**src/hdl/gf256_arith_unit_macros.svh**
```systemverilog
// ---------------------------------------------------------------------------
// gf256_arith_unit_macros
// assertion macros shared by the gf(2^8) arithmetic unit
// ---------------------------------------------------------------------------
`ifndef GF256_ARITH_UNIT_MACROS_SVH
`define GF256_ARITH_UNIT_MACROS_SVH

// same-cycle implication
`define GFA_ASSERT_NOW(lbl, clk, rst_n, ante, cons, msg) \
  lbl: assert property (@(posedge clk) disable iff (!rst_n) (ante) |-> (cons)) \
    else $error(msg);

// next-cycle implication
`define GFA_ASSERT_NEXT(lbl, clk, rst_n, ante, cons, msg) \
  lbl: assert property (@(posedge clk) disable iff (!rst_n) (ante) |=> (cons)) \
    else $error(msg);

`endif

```
**src/hdl/gfa_pkg.sv**
```systemverilog
// ---------------------------------------------------------------------------
// gfa_pkg
// types, codes, field multiply and microprogram of the gf(2^8) unit
// ---------------------------------------------------------------------------
package gfa_pkg;

  localparam int unsigned UcDepth = 17;
  localparam int unsigned PcW     = $clog2(UcDepth);

  typedef enum logic [1:0] {
    OPC_MUL   = 2'd0,
    OPC_INV   = 2'd1,
    OPC_SOLVE = 2'd2,
    OPC_NONE  = 2'd3
  } opcode_t;

  typedef enum logic [1:0] {
    ST_OK    = 2'd0,
    ST_NOSOL = 2'd1,
    ST_ALL   = 2'd2,
    ST_RSVD  = 2'd3
  } status_t;

  typedef enum logic [2:0] {
    ALU_MULAB,
    ALU_LDA,
    ALU_SQR,
    ALU_MULA,
    ALU_MULB,
    ALU_CLR
  } alu_op_t;

  typedef enum logic [1:0] {
    BR_SEQ,
    BR_END,
    BR_END_IF_INV
  } branch_t;

  typedef struct packed {
    alu_op_t alu;
    branch_t br;
  } uword_t;

  typedef struct packed {
    alu_op_t alu;
    logic    en;
    logic    last;
  } ctrl_t;

  localparam logic [PcW-1:0] EntryMul  = PcW'(0);
  localparam logic [PcW-1:0] EntryInv  = PcW'(1);
  localparam logic [PcW-1:0] EntryNone = PcW'(16);

  localparam logic [7:0] PolyLow = 8'h1b;
  localparam logic [7:0] HighBit = 8'h80;

  function automatic logic [7:0] gf_mul(input logic [7:0] x, input logic [7:0] y);
    logic [7:0] acc;
    logic [7:0] xs;
    acc = 8'h00;
    xs  = x;
    for (int k = 0; k < 8; k++) begin
      if (y[k]) acc = acc ^ xs;
      xs = ((xs & HighBit) != 8'h00) ? ((xs << 1) ^ PolyLow) : (xs << 1);
    end
    return acc;
  endfunction

  // a^254: load a, six rounds of square and multiply by a, final square
  function automatic uword_t ucode(input logic [PcW-1:0] addr);
    uword_t w;
    case (addr)
      PcW'(0):  w = '{alu: ALU_MULAB, br: BR_END};
      PcW'(1):  w = '{alu: ALU_LDA,   br: BR_SEQ};
      PcW'(2),  PcW'(4),  PcW'(6),
      PcW'(8),  PcW'(10), PcW'(12):
                w = '{alu: ALU_SQR,   br: BR_SEQ};
      PcW'(3),  PcW'(5),  PcW'(7),
      PcW'(9),  PcW'(11), PcW'(13):
                w = '{alu: ALU_MULA,  br: BR_SEQ};
      PcW'(14): w = '{alu: ALU_SQR,   br: BR_END_IF_INV};
      PcW'(15): w = '{alu: ALU_MULB,  br: BR_END};
      default:  w = '{alu: ALU_CLR,   br: BR_END};
    endcase
    return w;
  endfunction

  function automatic logic [PcW-1:0] entry_addr(input opcode_t op);
    logic [PcW-1:0] e;
    unique case (op)
      OPC_MUL:   e = EntryMul;
      OPC_INV:   e = EntryInv;
      OPC_SOLVE: e = EntryInv;
      default:   e = EntryNone;
    endcase
    return e;
  endfunction

  function automatic status_t status_of(input opcode_t op, input logic [7:0] a,
                                        input logic [7:0] b);
    status_t s;
    s = ST_OK;
    if (a == 8'h00) begin
      if (op == OPC_INV) s = ST_NOSOL;
      else if (op == OPC_SOLVE) s = (b == 8'h00) ? ST_ALL : ST_NOSOL;
    end
    return s;
  endfunction

endpackage

```
**src/hdl/gfa_seq.sv**
```systemverilog
// ---------------------------------------------------------------------------
// gfa_seq
// step counter and microprogram rom, emits one control word per step
// ---------------------------------------------------------------------------
module gfa_seq (
  input  logic            clk,
  input  logic            rst_n,
  input  logic            start,
  input  gfa_pkg::opcode_t opcode,
  input  logic            hold,
  output logic            busy,
  output gfa_pkg::ctrl_t  ctrl
);
  import gfa_pkg::*;

  logic [PcW-1:0] pc_r, pc_nxt;
  logic           run_r, run_nxt;
  logic           inv_r, inv_nxt;
  uword_t         uw;
  logic           last;

  always_comb begin
    uw        = ucode(pc_r);
    last      = (uw.br == BR_END) || ((uw.br == BR_END_IF_INV) && inv_r);
    ctrl.alu  = uw.alu;
    ctrl.last = last;
    ctrl.en   = run_r && !(last && hold);
  end

  always_comb begin
    pc_nxt  = pc_r;
    run_nxt = run_r;
    inv_nxt = inv_r;
    if (start) begin
      pc_nxt  = entry_addr(opcode);
      run_nxt = 1'b1;
      inv_nxt = (opcode == OPC_INV);
    end else if (ctrl.en) begin
      if (last) run_nxt = 1'b0;
      else pc_nxt = PcW'(pc_r + PcW'(1));
    end
  end

  always_ff @(posedge clk) begin
    if (!rst_n) begin
      pc_r  <= '0;
      run_r <= 1'b0;
      inv_r <= 1'b0;
    end else begin
      pc_r  <= pc_nxt;
      run_r <= run_nxt;
      inv_r <= inv_nxt;
    end
  end

  assign busy = run_r;

endmodule

```
**src/hdl/gfa_dpath.sv**
```systemverilog
// ---------------------------------------------------------------------------
// gfa_dpath
// operand and accumulator registers around one shared field multiplier
// ---------------------------------------------------------------------------
module gfa_dpath (
  input  logic             clk,
  input  logic             load,
  input  gfa_pkg::opcode_t opcode,
  input  logic [7:0]       operand_a,
  input  logic [7:0]       operand_b,
  input  gfa_pkg::ctrl_t   ctrl,
  output logic [7:0]       acc_nxt_o,
  output gfa_pkg::status_t status_o
);
  import gfa_pkg::*;

  logic [7:0] a_r, b_r, acc_r, acc_nxt;
  status_t    status_r;
  logic [7:0] mx, my, prod;

  always_comb begin
    mx = acc_r;
    my = acc_r;
    unique case (ctrl.alu)
      ALU_MULAB: begin mx = a_r; my = b_r; end
      ALU_MULA:  my = a_r;
      ALU_MULB:  my = b_r;
      default:   my = acc_r;
    endcase
    prod = gf_mul(mx, my);
    unique case (ctrl.alu)
      ALU_LDA: acc_nxt = a_r;
      ALU_CLR: acc_nxt = 8'h00;
      default: acc_nxt = prod;
    endcase
  end

  always_ff @(posedge clk) begin
    if (load) begin
      a_r      <= operand_a;
      b_r      <= operand_b;
      status_r <= status_of(opcode, operand_a, operand_b);
    end
    if (ctrl.en) acc_r <= acc_nxt;
  end

  assign acc_nxt_o = acc_nxt;
  assign status_o  = status_r;

endmodule

```
**src/hdl/gf256_arith_unit.sv**
```systemverilog
// ---------------------------------------------------------------------------
// gf256_arith_unit
// gf(2^8) multiply, inverse and solve under the aes polynomial, microcoded
// ---------------------------------------------------------------------------
// channel  direction  ports
// in       in         in_valid, in_stall, in_opcode, in_operand_a, in_operand_b
// out      out        out_valid, out_stall, out_result_byte, out_status
//
// microprogram steps per word: multiply 1, inverse 14, solve 15, unused code 1
// one step per cycle on the single multiplier; result registered after the last step
// in_stall is high while a program runs; a waiting result does not block input
// the last step waits while the output register is full and stalled
// synchronous active-low reset clears sequencer and output valid
module gf256_arith_unit (
  input  logic       clk,
  input  logic       rst_n,
  input  logic       in_valid,
  output logic       in_stall,
  input  logic [1:0] in_opcode,
  input  logic [7:0] in_operand_a,
  input  logic [7:0] in_operand_b,
  output logic       out_valid,
  input  logic       out_stall,
  output logic [7:0] out_result_byte,
  output logic [1:0] out_status
);
  import gfa_pkg::*;

  `include "gf256_arith_unit_macros.svh"

  logic       busy, accept, hold, done;
  ctrl_t      ctrl;
  opcode_t    opc;
  logic [7:0] acc_nxt;
  status_t    status;
  logic       fail_out;

  logic       out_valid_r, out_valid_nxt;
  logic [7:0] out_result_byte_r, out_result_byte_nxt;
  status_t    out_status_r, out_status_nxt;

  assign opc      = opcode_t'(in_opcode);
  assign in_stall = busy;
  assign accept   = in_valid && !busy;
  assign hold     = out_valid_r && out_stall;
  assign done     = ctrl.en && ctrl.last;

  gfa_seq u_seq (
    .clk    (clk),
    .rst_n  (rst_n),
    .start  (accept),
    .opcode (opc),
    .hold   (hold),
    .busy   (busy),
    .ctrl   (ctrl)
  );

  gfa_dpath u_dpath (
    .clk       (clk),
    .load      (accept),
    .opcode    (opc),
    .operand_a (in_operand_a),
    .operand_b (in_operand_b),
    .ctrl      (ctrl),
    .acc_nxt_o (acc_nxt),
    .status_o  (status)
  );

  always_comb begin
    out_valid_nxt       = out_valid_r;
    out_result_byte_nxt = out_result_byte_r;
    out_status_nxt      = out_status_r;
    if (done) begin
      out_valid_nxt       = 1'b1;
      out_result_byte_nxt = acc_nxt;
      out_status_nxt      = status;
    end else if (out_valid_r && !out_stall) begin
      out_valid_nxt = 1'b0;
    end
  end

  always_ff @(posedge clk) begin
    if (!rst_n) begin
      out_valid_r <= 1'b0;
    end else begin
      out_valid_r <= out_valid_nxt;
    end
    out_result_byte_r <= out_result_byte_nxt;
    out_status_r      <= out_status_nxt;
  end

  assign out_valid       = out_valid_r;
  assign out_result_byte = out_result_byte_r;
  assign out_status      = out_status_r;

  assign fail_out = out_valid && (out_status != ST_OK);

  `GFA_ASSERT_NEXT(a_accept_busy, clk, rst_n, accept, in_stall, "program not started")
  `GFA_ASSERT_NOW(a_fail_zero, clk, rst_n, fail_out, out_result_byte == '0, "error word not zero")
  `GFA_ASSERT_NOW(a_no_overrun, clk, rst_n, done, !hold, "stalled result overwritten")

endmodule
```
**config.mk**
```make
export PLATFORM = sky130hd
export DESIGN_NAME = gf256_arith_unit
export DESIGN_NICKNAME = d
export VERILOG_FILES = /design/src/hdl/gfa_pkg.sv /design/src/hdl/gfa_seq.sv /design/src/hdl/gfa_dpath.sv /design/src/hdl/gf256_arith_unit.sv
export VERILOG_INCLUDE_DIRS = /design/src /design/src/hdl
export SDC_FILE = /design/constraint.sdc
export NUM_CORES = 1
export LEC_CHECK = 0
export BUFFER_PORTS_ARGS = -buffer_cell sky130_fd_sc_hd__buf_2
export CORE_ASPECT_RATIO = 0.9
export CORE_MARGIN = 1.5
export CORE_UTILIZATION = 45
export DETAILED_ROUTE_END_ITERATION = 6
export GPL_ROUTABILITY_DRIVEN = 1
export SLEW_MARGIN = 5
export SYNTH_ARGS = -nofsm -noshare
export SYNTH_HDL_FRONTEND = slang
export SYNTH_SLANG_ARGS = --single-unit
```
**constraint.sdc**
```tcl
create_clock -name clk -period 7.05 [get_ports clk]
set_input_delay 0.3525 -clock clk [delete_from_list [all_inputs] [get_ports clk]]
set_output_delay 0.3525 -clock clk [all_outputs]
set_load 0.05 [all_outputs]
```
**Word-level counts from Yosys, hierarchy flattened**

Memories as Yosys holds them, arrays and structs flattened. A register that Yosys moved wholly into a read port is not among the register bits.
Index checks and enable logic that the tools add are counted.

- Flip-flop bits (word level): 44
- Memory bits (read-only): 80
- Memories: 1

- Add/sub/neg operators: 1
- Eq/ne operators: 9
- Muxes and demuxes: 33
- Bitwise gates (word level): 16
- Reduce and logical (&&, ||, !) cells: 23

Memory list:

| name | words | width | rd ports | clocked after memory_dff | wr ports | RTL line | RTL |
|---|---|---|---|---|---|---|---|
| (no name shown) | 16 | 5 | 1 | 1 | 0 | gfa_pkg.sv:72 | `case (addr)` |

Operator list:

| operator | number |
|---|---|
| $mux W8 | 9 |
| $xor A8 B8 Y8 | 7 |
| $mux W5 | 11 |
| $pmux W8 S2 | 2 |
| $not A4 Y4 | 7 |
| $logic_not A8 Y1 | 2 |
| $pmux W5 S2 | 1 |
| $mux W4 | 2 |
| $logic_and A1 B1 Y1 | 7 |
| $mux W1 | 7 |
| $eq A3 B3 Y1 const B | 2 |
| $reduce_bool A2 Y1 | 3 |
| $add A5 B1 Y5 const B | 1 |
| $eq A2 B1 Y1 const B | 2 |
| $eq A2 B2 Y1 const B | 2 |
| $reduce_and A2 Y1 | 2 |
| $reduce_or A2 Y1 | 2 |
| $eq A3 B1 Y1 const B | 1 |
| $eq A3 B2 Y1 const B | 1 |
| $logic_not A1 Y1 | 3 |
| $logic_not A3 Y1 | 1 |
| $reduce_or A3 Y1 | 1 |
| $logic_not A2 Y1 | 1 |
| $mux W2 | 1 |
| other kinds (3) | 4 |

**Logic depth before layout (Yosys ltp)**

- Word-level depth: 20
- Mapped depth: 11

**By module**

A second synthesis with hierarchy kept.

- Cell total of the unflattened synthesis: 397
- Area total of the unflattened synthesis: 3948.8 um^2

By module, submodules not included:

| module | instances | cells an instance | area an instance (um^2) | seq. area each (um^2) |
|---|---|---|---|---|
| gfa_dpath | 1 | 309 | 2917.8 | 780.7 |
| gfa_seq | 1 | 73 | 679.4 | 240.2 |
| gf256_arith_unit | 1 | 15 | 351.6 | 320.3 |

**Worst setup path before layout**

No wires, ideal clock.

- Path type: register -> register
- Start point: reg u_seq.pc_r[4]
- End point: reg out_result_byte_r[4] (netlist: out_result_byte[4]), data pin
- Data arrival time: 2.672 ns
- Required time: 6.910 ns
- Slack: 4.238 ns
- Stages on the path, launching flop included: 10
- Buffers on the path: 1
- Clock period less this slack: 2.812 ns
- Path through: dfxtp_1 -> nor4_4 -> buf_6 -> mux2i_2 -> xor2_2 -> a211oi_1 -> a211o_1 -> o211a_1 -> or4b_1 -> nand3_1

- Word-level cells in the longest chain between the ends: 20
- Elaborated cells on any way between the ends: 39

RTL lines:

| element | RTL line | RTL |
|---|---|---|
| start, declared | gfa_seq.sv:16 | `logic [PcW-1:0] pc_r, pc_nxt;` |
| start signal, assigned | gfa_seq.sv:50 | `pc_r <= pc_nxt;` |
| $mux W5 * | gfa_pkg.sv:72 |  |
| $eq A3 B3 Y1 or $logic_not A3 Y1 (tied branches) | gfa_dpath.sv:24 | `unique case (ctrl.alu)` |
| $reduce_or A2 Y1 (no line) or $mux W8 (tied branches) | -- |  |
| $pmux W8 S2 or $not A4 Y4 (tied branches) | -- |  |
| $mux W8 or $mux W5 (tied branches) | gfa_pkg.sv:63, gfa_pkg.sv:64 |  |
| $xor A8 B8 Y8 or $not A4 Y4 (tied branches) | -- |  |
| $mux W8 or $mux W5 (tied branches) | gfa_pkg.sv:63, gfa_pkg.sv:64 |  |
| $xor A8 B8 Y8 | gfa_pkg.sv:63 | `if (y[k]) acc = acc ^ xs;` |
| [... 5 more ...] | -- |  |
| $xor A8 B8 Y8 | gfa_pkg.sv:63 |  |
| $mux W8 | gfa_pkg.sv:63 |  |
| $xor A8 B8 Y8 | gfa_pkg.sv:63 |  |
| $mux W8 | gfa_pkg.sv:63 |  |
| $xor A8 B8 Y8 | gfa_pkg.sv:63 |  |
| $mux W8 | gfa_pkg.sv:63 |  |
| $pmux W8 S2 * | gfa_dpath.sv:31 | `unique case (ctrl.alu)` |
| net acc_nxt[4] | gf256_arith_unit.sv:34 | `logic [7:0] acc_nxt;` |
| end signal, assigned | gf256_arith_unit.sv:88 | `out_result_byte_r <= out_result_byte_nxt;` |
| end, declared | gf256_arith_unit.sv:39 | `logic [7:0] out_result_byte_r, out_result_byte_nxt;` |

Mark *: on every way through the listed nets, which the timed path passes. The rest lies on a longest branch.
A chain may end at the register's enable or synchronous reset.

==> results.ini <==
[status]
status=finished, final reports clean

[critical_path]
path_cells=nor4_4 -> buf_4 -> mux2i_1 -> xnor2_1 -> or3_1 -> o21ai_0 -> xnor2_1 -> xnor3_1 -> a22o_1
cp_data_arrival_time_ps=3580
r2r_setup_slack_ps=3520
cp_max_fo=21
crit_type=reg2reg
crit_slowest_cell=mux2i_1
end_kind=flop
required_ps=7110
critPathLaunchType=flop
crit_path_end=out_result_byte[3]$_DFFE_PP_
path_common_cell=xnor2_1
cp_slowest_stage_delay_ps=780
r2r_cells=9
r2r-end=out_result_byte[3]$_DFFE_PP_

[yosys]
syn_inst=351
yosys.area.top_type=edfxtp_1
yosys_warnings=0
synthTopCellsByArea=edfxtp_1 30%, xnor2_1 13%, dfxtp_1 7.2%
yosys.cell_count.top_type=xnor2_1
synthFlopType=edfxtp_1
synthesis.nets=377
synth.top_cell.area_share_pct=30.0
syn_area_um2=3610
avgSynthCellArea_um2=10.3
ys_ff_latch=49
ys_types=60
synth_edf_count=36
synthArstFlopShare_pct=0
synth_common_cells=54 x xnor2_1, 53 x nor2_1, 36 x edfxtp_1, 17 x nand2_1, 14 x inv_1
yosysSeqAreaShare_pct=37.2

[power_and_ir_drop]
peakVddDrop_mv=0.143
finalPower_mw=1.88
power_leakage_nw=1.57
powerDensity_nw_per_um2=478

[layout]
final-seq-area_um2=1340
multi_input_area_um2=2150
fin_cells=477
insertedDiodeCount=0
fin_area_um2=3950
fillers=721
layout.nets=406
final_layout_size_suffix_gt1_share_pct=16.8
final_util_pct=51.5
areaGrowthSynthToFinish_pct=9.36

[die]
io_pins=34
die_w_um=97.4
core_area_um2=7660
die_h_um=88.0
die_area_um2=8570
start_util_pct=47.1
num_rows=30

[route]
wirelength_mm=8.60
drt.antenna.violating_nets=0
vias=2626
drt_iter0_drc=182
drt_first_pass_iters=4
drc=0
viasPerCell=5.51
wl_per_cell_um=18.0

[run]
drv_cap=0

[grt]
grt.busiest_layer=met2
grt.met1_usage_pct=27.7
gr-total-overflow=0
grt_pass1_wl_mm=13.8
grt_max_degree=22
grt_antenna_before_repair=0
grt_use_total_pct=20.8
grt_use_met3_pct=3.43
first_global_vias=2491
use_met2_pct=36.2

[sta]
setup_viol=0
grt_setup_unrepaired=false
hold_ws_ps=235
fmax_mhz=284
finalCriticalPeriod_ps=3530
fin_worst_skew_ps=6.77
maxSlewViolCount=0
final-hold-violation-count=0
setup_tns_ps=0
tightest_slew_ps=1100
fin_crit_sh_pct=50.0
relSlewSlack_pct=26.1
layout_setup_ws_ps=3520

[clock_network]
clockBufferDepth=2
clk_latency_ps=300
cts_setup_buffers=0
cts-root-buf=clkbuf_8
clk_pin_slew_ps=100
htreeDepth=2
hold_buffers=0
cts_tree=done
cts_sinks=49
cts_inserted_buffers=5
ctsResizeCount=0

[hold_path]
min_from=in_operand_a[6]
min_path_type=in2reg

[placement]
dp_hpwl_mm=6.62
place_area_um2=3850
place_congestion=0.914
placed_cells=468
port_buffers=33
dp_slack_ps=3460

## final cells by class
class | instances | area share [%]
Multi-Input combinational cell | 273 | 54.4
Clock buffer | 5 | 1.74
Inverter | 14 | 1.33
Timing Repair Buffer | 37 | 4.88
Tap cell | 96 | 3.04
Clock inverter | 3 | 0.634
Sequential cell | 49 | 34.0
## worst min-delay path by stage
stage / end / slack (ps) / depth (start not counted)
after floorplan: out_status[0]$_DFFE_PP_ / 400 / 0
after global placement: out_status[1]$_DFFE_PP_ / 410 / 0
after detailed placement: out_status[1]$_DFFE_PP_ / 410 / 0
after CTS: u_dpath.b_r[1]$_DFFE_PP_ / 220 / 1
after global routing: u_dpath.a_r[4]$_DFFE_PP_ / 220 / 1
final: u_dpath.a_r[6]$_DFFE_PP_ / 240 / 1
## layout by cell type, fill, tap and decap left out, types with 4 or more instances in the layout
cell	netlist	routed
nand2_1	17	17
xor2_1	13	13
nand2b_1	5	5
xnor3_1	8	8
xnor2_1	54	54
edfxtp_1	36	36
o21ai_0	4	4
dfxtp_1	13	13
ha_1	4	4
a22o_1	7	7
a211oi_1	4	4
clkbuf_8	0	5
nor2b_1	11	11
mux2i_1	11	11
mux2i_2	4	4
inv_1	14	14
nor2_1	53	53
nor4_1	6	6
a21oi_1	11	11
buf_2	4	34
## power by group
group | leakage (nW) | switching, mW | internal [mW]
clock | 0.0452 | 0.0980 | 0.0724
combinational | 1.08 | 0.636 | 0.574
sequential | 0.450 | 0.0748 | 0.430
total | 1.57 | 0.808 | 1.08
## kinds of logic (layout without fill, tap and decap cells)
family / after synthesis / count (layout) / share of synthesized area [%]
AOI/OAI and AO/OA: 57 / 57 / 12.4
xor gates and xnor gates: 78 / 78 / 22.9
adders and majority gates: 4 / 4 / 1.39
buffers and inverters: 29 / 59 / 3.36
DFF: 49 / 49 / 37.2
muxes: 20 / 20 / 6.76
and+or+nand+nor: 114 / 114 / 16.0
## metal layers
layer	vias up	routed length, um
met5	-	0
met4	0	44
met3	6	420
met2	63	4120
met1	1251	4020
li1	1306	-
## critical path, delay by kind of cell, from the launching register on
| kind | cells | cell delay (ps) |
|---|---|---|
| mux | 1 | 780 |
| compound gates | 2 | 350 |
| xor+xnor | 3 | 600 |
| buf+inv | 1 | 370 |
| flops | 1 | 540 |
| simple gates | 2 | 650 |
(Power assumes the default switching activity.)
